<file path="src/design/grain_time_stamp_queue_unit_defines.svh">
// Assertion macros shared by the grain time stamp queue RTL.
`ifndef GRAIN_TIME_STAMP_QUEUE_UNIT_DEFINES_SVH
`define GRAIN_TIME_STAMP_QUEUE_UNIT_DEFINES_SVH

// Same-cycle implication, checked out of reset
`define GTSQ_ASSERT_SAME(lbl, ante, cons, msg) \
    lbl: assert property (@(posedge clk) disable iff (!rst_n) (ante) |-> (cons)) else $error(msg);

// Next-cycle implication, checked out of reset
`define GTSQ_ASSERT_NEXT(lbl, ante, cons, msg) \
    lbl: assert property (@(posedge clk) disable iff (!rst_n) (ante) |=> (cons)) else $error(msg);

`endif

</file>
<file path="src/design/gtsq_ram.sv">
// Generic single-write, single-read RAM with registered read data.
`default_nettype none

module gtsq_ram #(
    parameter int WIDTH = 64,
    parameter int DEPTH = 64
) (
    input  wire logic                     clk,
    input  wire logic                     we,
    input  wire logic [$clog2(DEPTH)-1:0] waddr,
    input  wire logic [WIDTH-1:0]         wdata,
    input  wire logic [$clog2(DEPTH)-1:0] raddr,
    output logic      [WIDTH-1:0]         rdata
);

    logic [WIDTH-1:0] mem [DEPTH];

    // Write port
    always_ff @(posedge clk)
    begin
        if (we)
        begin
            mem[waddr] <= wdata;
        end
    end

    // Registered read port
    always_ff @(posedge clk)
    begin
        rdata <= mem[raddr];
    end

endmodule

`default_nettype wire

</file>
<file path="config.mk">
export PLATFORM = sky130hd
export DESIGN_NAME = gtsq_ram
export DESIGN_NICKNAME = d
export VERILOG_FILES = /design/src/design/grain_time_stamp_queue_unit_defines.svh /design/src/design/gtsq_ram.sv
export SDC_FILE = /design/constraint.sdc
export NUM_CORES = 2
export LEC_CHECK = 0
export BUFFER_PORTS_ARGS = -buffer_cell sky130_fd_sc_hd__buf_4
export CORE_MARGIN = 1.5
export CORE_UTILIZATION = 35
export CTS_BUF_LIST = sky130_fd_sc_hd__clkbuf_4 sky130_fd_sc_hd__clkbuf_8
export DETAILED_ROUTE_END_ITERATION = 10
export PLACE_DENSITY = 0.5
export SLEW_MARGIN = 30
export SYNTH_ARGS = -nofsm -noshare
export SYNTH_HDL_FRONTEND = slang
export SYNTH_SLANG_ARGS = --single-unit
</file>
<file path="constraint.sdc">
create_clock -name clk -period 10.9 [get_ports clk]
set_input_delay 2.725 -clock clk [delete_from_list [all_inputs] [get_ports clk]]
set_output_delay 2.725 -clock clk [all_outputs]
set_load 0.01 [all_outputs]
</file>
==> impl_metrics.json <==
{
  "cpMostUsedCell": "buf_16",
  "post-cts-setup-buffers": 0,
  "final_cell_mix": "4096 x edfxtp_1, 1024 x mux4_2, 741 x clkbuf_8, 309 x buf_4, 278 x clkbuf_4",
  "layout_commonest_cell": "edfxtp_1",
  "fillers": 39200,
  "clockPowerShare": 0.416,
  "ys_seq_area_frac": 0.795,
  "first_global_vias": 79300,
  "synth_cell_types": 33,
  "cts-resized-gates": 0,
  "p_int_mw": 25.7,
  "reg2reg_slack_ps": 8640,
  "worstHoldStart": "mem[44][50]",
  "ir_worst_vdd_mv": 0.127,
  "path_buf_inv": 5,
  "num_io_pins": 142,
  "drtAntennaViolNets": 0,
  "synth-async-reset-ratio": 0,
  "final_area_mm2": 0.180,
  "ys_ff_latch": 4160,
  "vias": 76900,
  "path_cells": "buf_16, buf_16, buf_4, buf_12, buf_16, mux4_2, mux2i_1, nand2_1, a31oi_1, a211oi_1",
  "synth_edf_count": 4096,
  "viasPerCell": 5.57,
  "drt_iter0_drc": 8355,
  "crit_arrival_ps": 6520,
  "drt-met1-wl_mm": 205,
  "met2_length_mm": 233,
  "clk_pin_slew_ps": 60,
  "crit_family": "buffers and inverters",
  "antenna_found_initial": 42,
  "first_pass_iters": 5,
  "routedWlPerCell_um": 34.8,
  "switching_share": 0.224,
  "min-delay-path-class": "flop to flop",
  "max_freq_mhz": 183,
  "insertion_delay_ps": 1230,
  "combPwrFrac": 0.046,
  "startpoint_type": "primary input",
  "drive_above_1_share": 0.334,
  "grt-ovfl-total": 0,
  "r2r_end": "rdata[34]",
  "die_h_um": 671,
  "synthCells": 6598,
  "hold_depth": 4,
  "cts_root_buffer": "clkbuf_8",
  "tns_ps": 0,
  "grt_pass1_wl_mm": 657,
  "synthFlopType": "edfxtp_1",
  "setup_viol": 0,
  "numCtsBuffers": 694,
  "min_period_ps": 5450,
  "clockBufferDepth": 4,
  "hold_viol_final": 0,
  "p_seq_frac": 0.538,
  "worst-r2r-cell-count": 5,
  "drc": 0,
  "top_layer": "met5",
  "dieArea_mm2": 0.451,
  "critPathCaptureType": "flop",
  "grt_max_degree": 120,
  "finClkSkew_ps": 46.3,
  "yosys.area.top_type": "edfxtp_1",
  "rows": 245,
  "routed_wirelength_mm": 480,
  "worst_pin_slew_ps": 1070,
  "synthTopCellsByArea": "edfxtp_1 79%, mux4_2 15%, mux2i_1 0.86%, dfxtp_1 0.82%, a22oi_1 0.81%",
  "place.gp.congestion": 0.755,
  "portBuffers": 141,
  "postCtsHoldBufs": 0,
  "p_switching_mw": 7.44,
  "reg2reg_from": "mem[13][34]",
  "cp.required_ps": 11970,
  "nets": 7359,
  "synth_area_per_cell_um2": 23.7,
  "critical_path.max_stage_delay_ps": 630,
  "yosysTopAreaCellShare": 0.787,
  "min_to": "rdata[50]",
  "synth_area_mm2": 0.156,
  "rsz0062_at_grt": "false",
  "wl_met3_mm": 31.3,
  "criticalPathCategory": "primary input to flop",
  "core_area_mm2": 0.445,
  "clock-sinks": 4160,
  "htreeDepth": 6,
  "crit_slowest_cell": "buf_4",
  "power.density_mw_per_mm2": 184,
  "worst-path-max-fanout": 67,
  "die_w_um": 671,
  "slew_headroom": 0.288,
  "synth-warning-count": 0,
  "initial_core_util": 0.351,
  "syn-num-nets": 6676,
  "maxSlewViolCount": 0,
  "hpwlAfterDp_mm": 257,
  "grt_usage": 0.210,
  "status": "finished, final reports clean",
  "place_area_mm2": 0.166,
  "period_share": 0.500,
  "cap_viol_max_count": 0,
  "synthToLayoutAreaGrowth_pct": 15.0,
  "p_leak_nw": 56.0,
  "tritoncts": "built"
}
## final cells by class
cell class,count,area (um^2),area share
Antenna cell,14,35.0,0.000195
Clock buffer,1019,12300,0.0683
Clock inverter,243,1550,0.00860
Inverter,19,71.3,0.000397
Multi-Input combinational cell,2049,30800,0.171
Sequential cell,4160,124000,0.691
Tap cell,5928,7420,0.0413
Timing Repair Buffer,357,3320,0.0185
## per-stage QoR
stage	power (mW)	std cells	hold WS, ps	util	setup slack, ps
finish	33.1	13800	832	0.404	5450
global route	34.2	13800	864	0.404	5160
CTS	33.5	13800	833	0.404	5500
detailed placement	19.7	12500	815	0.373	4160
global placement	19.7	12500	813	0.372	3870
floorplan	18.9	6598	788	-	2740
## tightest hold or removal path: stages, from the launching register on
cell and delay [ps]:
edfxtp_1 320, mux4_2 220, a22oi_1 60, nand3_1 70, and3_1 140
## state kept, by name, summed over array words and instances, names as in the netlist
signal  flops
rdata      64
mem      4096
## layer usage
metal,vias to the layer above,GRT usage
li1,30000,-
met4,12,0.0523
met3,693,0.0328
met5,-,0
met1,43100,0.294
met2,3054,0.343
## synth_stat cells (all sizes together) (63+ instances only)
library cell  instances
edfxtp             4096
mux4               1024
buf                 230
a22oi               168
clkbuf              140
mux2i               135
nor2                112
a22o                 88
o22ai                83
and3                 64
dfxtp                64
a211oi               63
## worst max path at each step
stage / start / to / cells after the start
global route: raddr[0] / rdata[27] / 10
detailed placement: raddr[1] / rdata[19] / 7
CTS: raddr[1] / rdata[19] / 7
finish: raddr[0] / rdata[15] / 10
global placement: raddr[1] / rdata[5] / 8
floorplan: waddr[3] / mem[48][0] / 4
## cells by family after synthesis
logic type | synth area share
buf+inv | 0.0118
simple gates | 0.0124
flops | 0.795
mux | 0.156
compound gates | 0.0248
## power groups by stage
stage | clock network, mW | logic, mW | registers, mW
after floorplan | 0 | 0.825 | 18.1
after global placement | 0 | 1.53 | 18.2
after detailed placement | 0 | 1.56 | 18.2
after CTS | 14.1 | 1.56 | 17.8
after global routing | 14.7 | 1.63 | 17.8
final | 13.8 | 1.53 | 17.8
(Power assumes the default switching activity.)
