===== src/design/grain_time_stamp_queue_unit_defines.svh =====
// Assertion macros shared by the grain time stamp queue RTL.
`ifndef GRAIN_TIME_STAMP_QUEUE_UNIT_DEFINES_SVH
`define GRAIN_TIME_STAMP_QUEUE_UNIT_DEFINES_SVH

// Same-cycle implication, checked out of reset
`define GTSQ_ASSERT_SAME(lbl, ante, cons, msg) \
    lbl: assert property (@(posedge clk) disable iff (!rst_n) (ante) |-> (cons)) else $error(msg);

// Next-cycle implication, checked out of reset
`define GTSQ_ASSERT_NEXT(lbl, ante, cons, msg) \
    lbl: assert property (@(posedge clk) disable iff (!rst_n) (ante) |=> (cons)) else $error(msg);

`endif


===== src/design/gtsq_pkg.sv =====
// Package: sizes, codes, types and constants of the grain time stamp queue.
`default_nettype none

package gtsq_pkg;

    // Ring and grain geometry
    localparam int RING_DEPTH   = 64;
    localparam int GRAIN_FRAMES = 2048;

    localparam int IDX_W    = $clog2(RING_DEPTH);
    localparam int GRAIN_W  = $clog2(GRAIN_FRAMES);
    localparam int SPACE_W  = $clog2(GRAIN_FRAMES + 1);
    localparam int FRAME_W  = 16;
    localparam int CNT_W    = (SPACE_W > FRAME_W) ? SPACE_W : FRAME_W;
    localparam int TIME_W   = 64;
    localparam int PERIOD_W = 32;
    localparam int PROD_W   = SPACE_W + PERIOD_W;
    localparam int DROP_W   = 6;
    localparam int KIND_W   = 2;
    localparam int CFG_IDX_W = 2;

    localparam logic [SPACE_W-1:0] GRAIN_SPACE = SPACE_W'(GRAIN_FRAMES);
    localparam logic [IDX_W-1:0]   LAST_IDX    = IDX_W'(RING_DEPTH - 1);
    localparam logic [DROP_W-1:0]  DROP_MAX    = '1;

    localparam logic signed [TIME_W-1:0] TIME_MAX = {1'b0, {(TIME_W-1){1'b1}}};
    localparam logic signed [TIME_W-1:0] TIME_MIN = {1'b1, {(TIME_W-1){1'b0}}};

    localparam logic [PERIOD_W-1:0] FRAME_PERIOD_RESET = PERIOD_W'(89478);

    // Input word kinds
    localparam logic [KIND_W-1:0] KIND_PRIME   = 2'd0;
    localparam logic [KIND_W-1:0] KIND_PRODUCE = 2'd1;
    localparam logic [KIND_W-1:0] KIND_CONSUME = 2'd2;

    // Configuration register indexes
    localparam logic [CFG_IDX_W-1:0] CFG_END_TIME     = 2'd0;
    localparam logic [CFG_IDX_W-1:0] CFG_FRAME_PERIOD = 2'd1;
    localparam logic [CFG_IDX_W-1:0] CFG_REVERSED     = 2'd2;

    // Sequencer states
    typedef enum logic [2:0] {
        ST_IDLE,
        ST_MUL,
        ST_ADD,
        ST_PAD,
        ST_WALK,
        ST_READ,
        ST_OUT
    } state_t;

    // Request to the time step unit
    typedef struct packed {
        logic               load;
        logic [SPACE_W-1:0] frames;
    } step_req_t;

endpackage

`default_nettype wire


===== src/design/gtsq_time_step.sv =====
// Shared time step unit: frames times period, signed add or subtract with saturation, end clamp.
`default_nettype none

module gtsq_time_step
    import gtsq_pkg::*;
(
    input  wire logic                     clk,
    input  wire step_req_t                req,
    input  wire logic [PERIOD_W-1:0]      frame_period,
    input  wire logic                     reversed,
    input  wire logic signed [TIME_W-1:0] time_in,
    input  wire logic signed [TIME_W-1:0] end_time,
    output logic signed [TIME_W-1:0]      time_out
);

    logic [PROD_W-1:0]        product_reg;
    logic [PROD_W-1:0]        product_next;
    logic signed [TIME_W:0]   t_ext;
    logic signed [TIME_W:0]   d_ext;
    logic signed [TIME_W:0]   sum;
    logic signed [TIME_W-1:0] sat;

    // Stage one: delta = frames * period
    assign product_next = PROD_W'(req.frames) * PROD_W'(frame_period);

    always_ff @(posedge clk)
    begin
        if (req.load)
        begin
            product_reg <= product_next;
        end
    end

    // Stage two: step in the playback direction, saturate, clamp at end
    assign t_ext = {time_in[TIME_W-1], time_in};
    assign d_ext = $signed({{(TIME_W + 1 - PROD_W){1'b0}}, product_reg});
    assign sum   = reversed ? (t_ext - d_ext) : (t_ext + d_ext);

    always_comb
    begin
        if (sum[TIME_W] != sum[TIME_W-1])
        begin
            sat = reversed ? TIME_MIN : TIME_MAX;
        end
        else
        begin
            sat = sum[TIME_W-1:0];
        end
        time_out = (sat >= end_time) ? end_time : sat;
    end

endmodule

`default_nettype wire


===== config.mk =====
export PLATFORM = sky130hd
export DESIGN_NAME = gtsq_time_step
export DESIGN_NICKNAME = d
export VERILOG_FILES = /design/src/design/grain_time_stamp_queue_unit_defines.svh /design/src/design/gtsq_pkg.sv /design/src/design/gtsq_time_step.sv
export SDC_FILE = /design/constraint.sdc
export NUM_CORES = 1
export LEC_CHECK = 0
export ABC_CLOCK_PERIOD_IN_PS = 7950
export BUFFER_PORTS_ARGS = -buffer_cell sky130_fd_sc_hd__clkbuf_2
export CAP_MARGIN = 5
export CORE_MARGIN = 2
export CORE_UTILIZATION = 45
export CTS_BUF_LIST = sky130_fd_sc_hd__clkbuf_4 sky130_fd_sc_hd__clkbuf_8
export CTS_CLUSTER_DIAMETER = 50
export CTS_CLUSTER_SIZE = 12
export DETAILED_ROUTE_END_ITERATION = 10
export GPL_TIMING_DRIVEN = 0
export PLACE_DENSITY = 0.69
export SLEW_MARGIN = 5
export SYNTH_ARGS = -nofsm -noshare
export SYNTH_HDL_FRONTEND = slang
export SYNTH_SLANG_ARGS = --single-unit

===== constraint.sdc =====
create_clock -name clk -period 7.95 [get_ports clk]
set_input_delay 0.795 -clock clk [delete_from_list [all_inputs] [get_ports clk]]
set_output_delay 0.795 -clock clk [all_outputs]
set_load 0.1 [all_outputs]

==> out/qor.csv <==
stage,metric,value,unit
synthesis,yosys-top-cells-area,"fa_1 (29%), ha_1 (13%), nand2_1 (6.9%), inv_1 (6.4%), edfxtp_1 (6.3%)",
global_routing,globalRouteOverflowTotal,0,
flow_run,maxCapViolCount,0,
route,via_per_inst,5.76,
clock_network,htree_levels,2,
clock_network,clkTransAtPathRegs,70,ps
synthesis,synth_area_per_cell,8.25,um2
die,fp.dieH,220,um
die,dieWidth,220,um
clock_network,clock_sinks,44,
route,drt_iter0_drc,1740,
clock_network,clk_path_buf_depth,2,
synthesis,synth_top_family_by_area,adder cells,
pwr,p_total,0.0130,W
synthesis,synth_compound_area_frac,0.165,
global_routing,antenna_found_initial,7,
die,ioPinCount,239,
synthesis,seq_area_frac_synth,0.0632,
route,drt_first_pass_iters,7,
sta,maxSlewViolCount,0,
place,portBuffers,238,
place,hpwl,56.9,mm
synthesis,synth_adder_area_share,0.415,
worst_setup_path,cp-end-kind,output port,
sta,rsz0062_at_grt,true,
global_routing,grt_max_degree,45,
global_routing,grt_pass1_wl,111,mm
global_routing,grt_pass1_vias,20400,
sta,slew_headroom,0.364,
sta,period_share,1.13,
pwr,p_leak,12.9,nW
sta,hold_viol_final,0,
die,row_count,79,
synthesis,synthMuxAreaShare,0.0304,
synthesis,yosys.area.top_type,fa_1,
synthesis,synth-edff-count,44,
outcome,violations,setup timing,
worst_setup_path,crit_path_frequent_cell,buf_12,
route,post_drt_wl_per_cell,21.0,um
sta,setup_viol,64,
worst_setup_path,max_stage_delay,570,ps
cells_and_area,largest_reg_flops,44,
synthesis,synthTopCellsByCount,"nand2_1 (382), inv_1 (355), fa_1 (301), ha_1 (211), a21oi_1 (158)",
worst_setup_path,path_class,flip-flop to output port,
clock_network,cts_hold_buf,0,
synthesis,synthesis.area,20900,um2
sta,fmax,0.111,GHz
die,start_util,0.452,
worst_setup_path,start_kind,flip-flop,
synthesis,yosys_register_bits,44,
synthesis,yosysTopAreaCellShare,0.288,
die,core-area,46300,um2
sta,min_period,8980,ps
route,drc,0,
synthesis,synth_fp_nets,3222,
synthesis,ys_types,84,
place,place.gp.congestion,0.954,
sta,timing.final.ws_setup,-1030,ps
worst_setup_path,arrival,8190,ps
synthesis,synth-main-ff-cell,edfxtp_1,
synthesis,synthArstFlopShare,0,
synthesis,yosysMostFrequentCell,nand2_1,
synthesis,synth-simple-area-share,0.179,
place,dpl.cell_count,3380,
clock_network,cts-root-buf,clkbuf_8,
route,ant_nets,0,
die,die-area,48200,um2
clock_network,cts_buffers,5,
route,wl,72.9,mm
worst_setup_path,cpMaxStageDelayCell,or4_4,
route,vias,20000,
cells_and_area,areaGrowthSynthToFinish,26.1,%
synthesis,synth_xor_area_frac,0.0576,
outcome,status,"complete, but fails checks",
synthesis,yosys_warnings,0,
pwr,power_density,493,nW/um2
pwr,ir_worst_vdd,0.000504,V
cells_and_area,drive_above_1_share,0.208,
global_routing,track_usage,0.294,
clock_network,cts_tree,done,
sta,hold_slack,903,ps
sta,tightest_slew,954,ps
min_path,hold_path.class,input pin to flip-flop,
worst_setup_path,crit_required,7150,ps
synthesis,synth_cells,2535,
worst_setup_path,worstPathMaxFanout,10,
cells_and_area,stdcell_count,3473,
cells_and_area,nets,3546,
## critical path, delay by kind of cell, from the launching register on
family	cells	cell delay, ps
XOR/XNOR	1	190
AND/OR/NAND/NOR	11	2470
adder cells (fa/ha/maj)	2	600
buffers and inverters	8	1210
flip-flops	1	410
multiplexers	3	980
AO/OA/AOI/OAI	9	1960
## where the power goes
part | switching (W) | leakage, nW | total [W] | internal, W
combinational | 0.00704 | 12.4 | 0.0121 | 0.00501
clock | 0.0000682 | 0.0542 | 0.000161 | 0.0000927
sequential | 0.000118 | 0.430 | 0.000791 | 0.000673
total | 0.00723 | 12.9 | 0.0130 | 0.00578
## through the flow
| stage | util | instance area [um2] | setup TNS, ps | worst slack, ps |
|---|---|---|---|---|
| 3_3_place_gp | 0.501 | 23200 | -127940 | -2160 |
| 2_1_floorplan | - | 21200 | -3640 | -799 |
| 4_1_cts | 0.560 | 25900 | -41990 | -715 |
| 3_5_place_dp | 0.501 | 23200 | -140390 | -2350 |
| 6_report | 0.570 | 26400 | -59600 | -1030 |
| 5_1_grt | 0.570 | 26400 | -77630 | -1310 |
## layer usage
layer	global-route usage	routed length, um
met1	0.369	29200
met3	0.0377	5270
met2	0.499	34200
met5	0.00417	23
met4	0.149	4130
## timing repair
item                       CTS  global route
pin swaps                   48            26
cloned                       6             1
setup endpoints to repair   64            67
buffers inserted            67            12
gates resized for setup    357            82
## area by class of cell
type	instances	area (um2)
antenna	6	15.0
buffer	124	791
clock buffer	5	68.8
clock inverter	3	42.5
fill	4020	19900
inverter	355	1330
multi-input combinational	2007	18800
sequential	44	1320
tap	607	759
timing repair buffer	322	3250
## worst paths after layout
| check | startpoint | to | slack (ps) | cells after the start |
|---|---|---|---|---|
| setup / recovery | product_reg[5]$_DFFE_PP_ | time_out[30] | -1030 | 34 |
| hold / removal | frame_period[0] | product_reg[0]$_DFFE_PP_ | 900 | 2 |
## logic make-up (layout without fill, tap and decap cells)
family                   Yosys count  in the layout
AO/OA/AOI/OAI                    522            522
multiplexers                      56             57
AND/OR/NAND/NOR                  780            780
adder cells (fa/ha/maj)          513            513
flip-flops                        44             44
buffers and inverters            485            809
XOR/XNOR                         135            135
other                              0              6
## layout by cell type, fill, tap and decap left out, types with 36 or more instances in the layout
cell type    n
nand4_1     36
clkbuf_2   175
clkbuf_1    94
fa_1       301
a21o_1      83
and2_1     121
buf_4       62
inv_1      355
clkbuf_16   54
nand2_1    373
xnor2_1    104
nor2_1      85
a21oi_1    146
edfxtp_1    44
ha_1       192
o21ai_0     63
o21ai_2     38
Power figures use the tool's default switching activity.
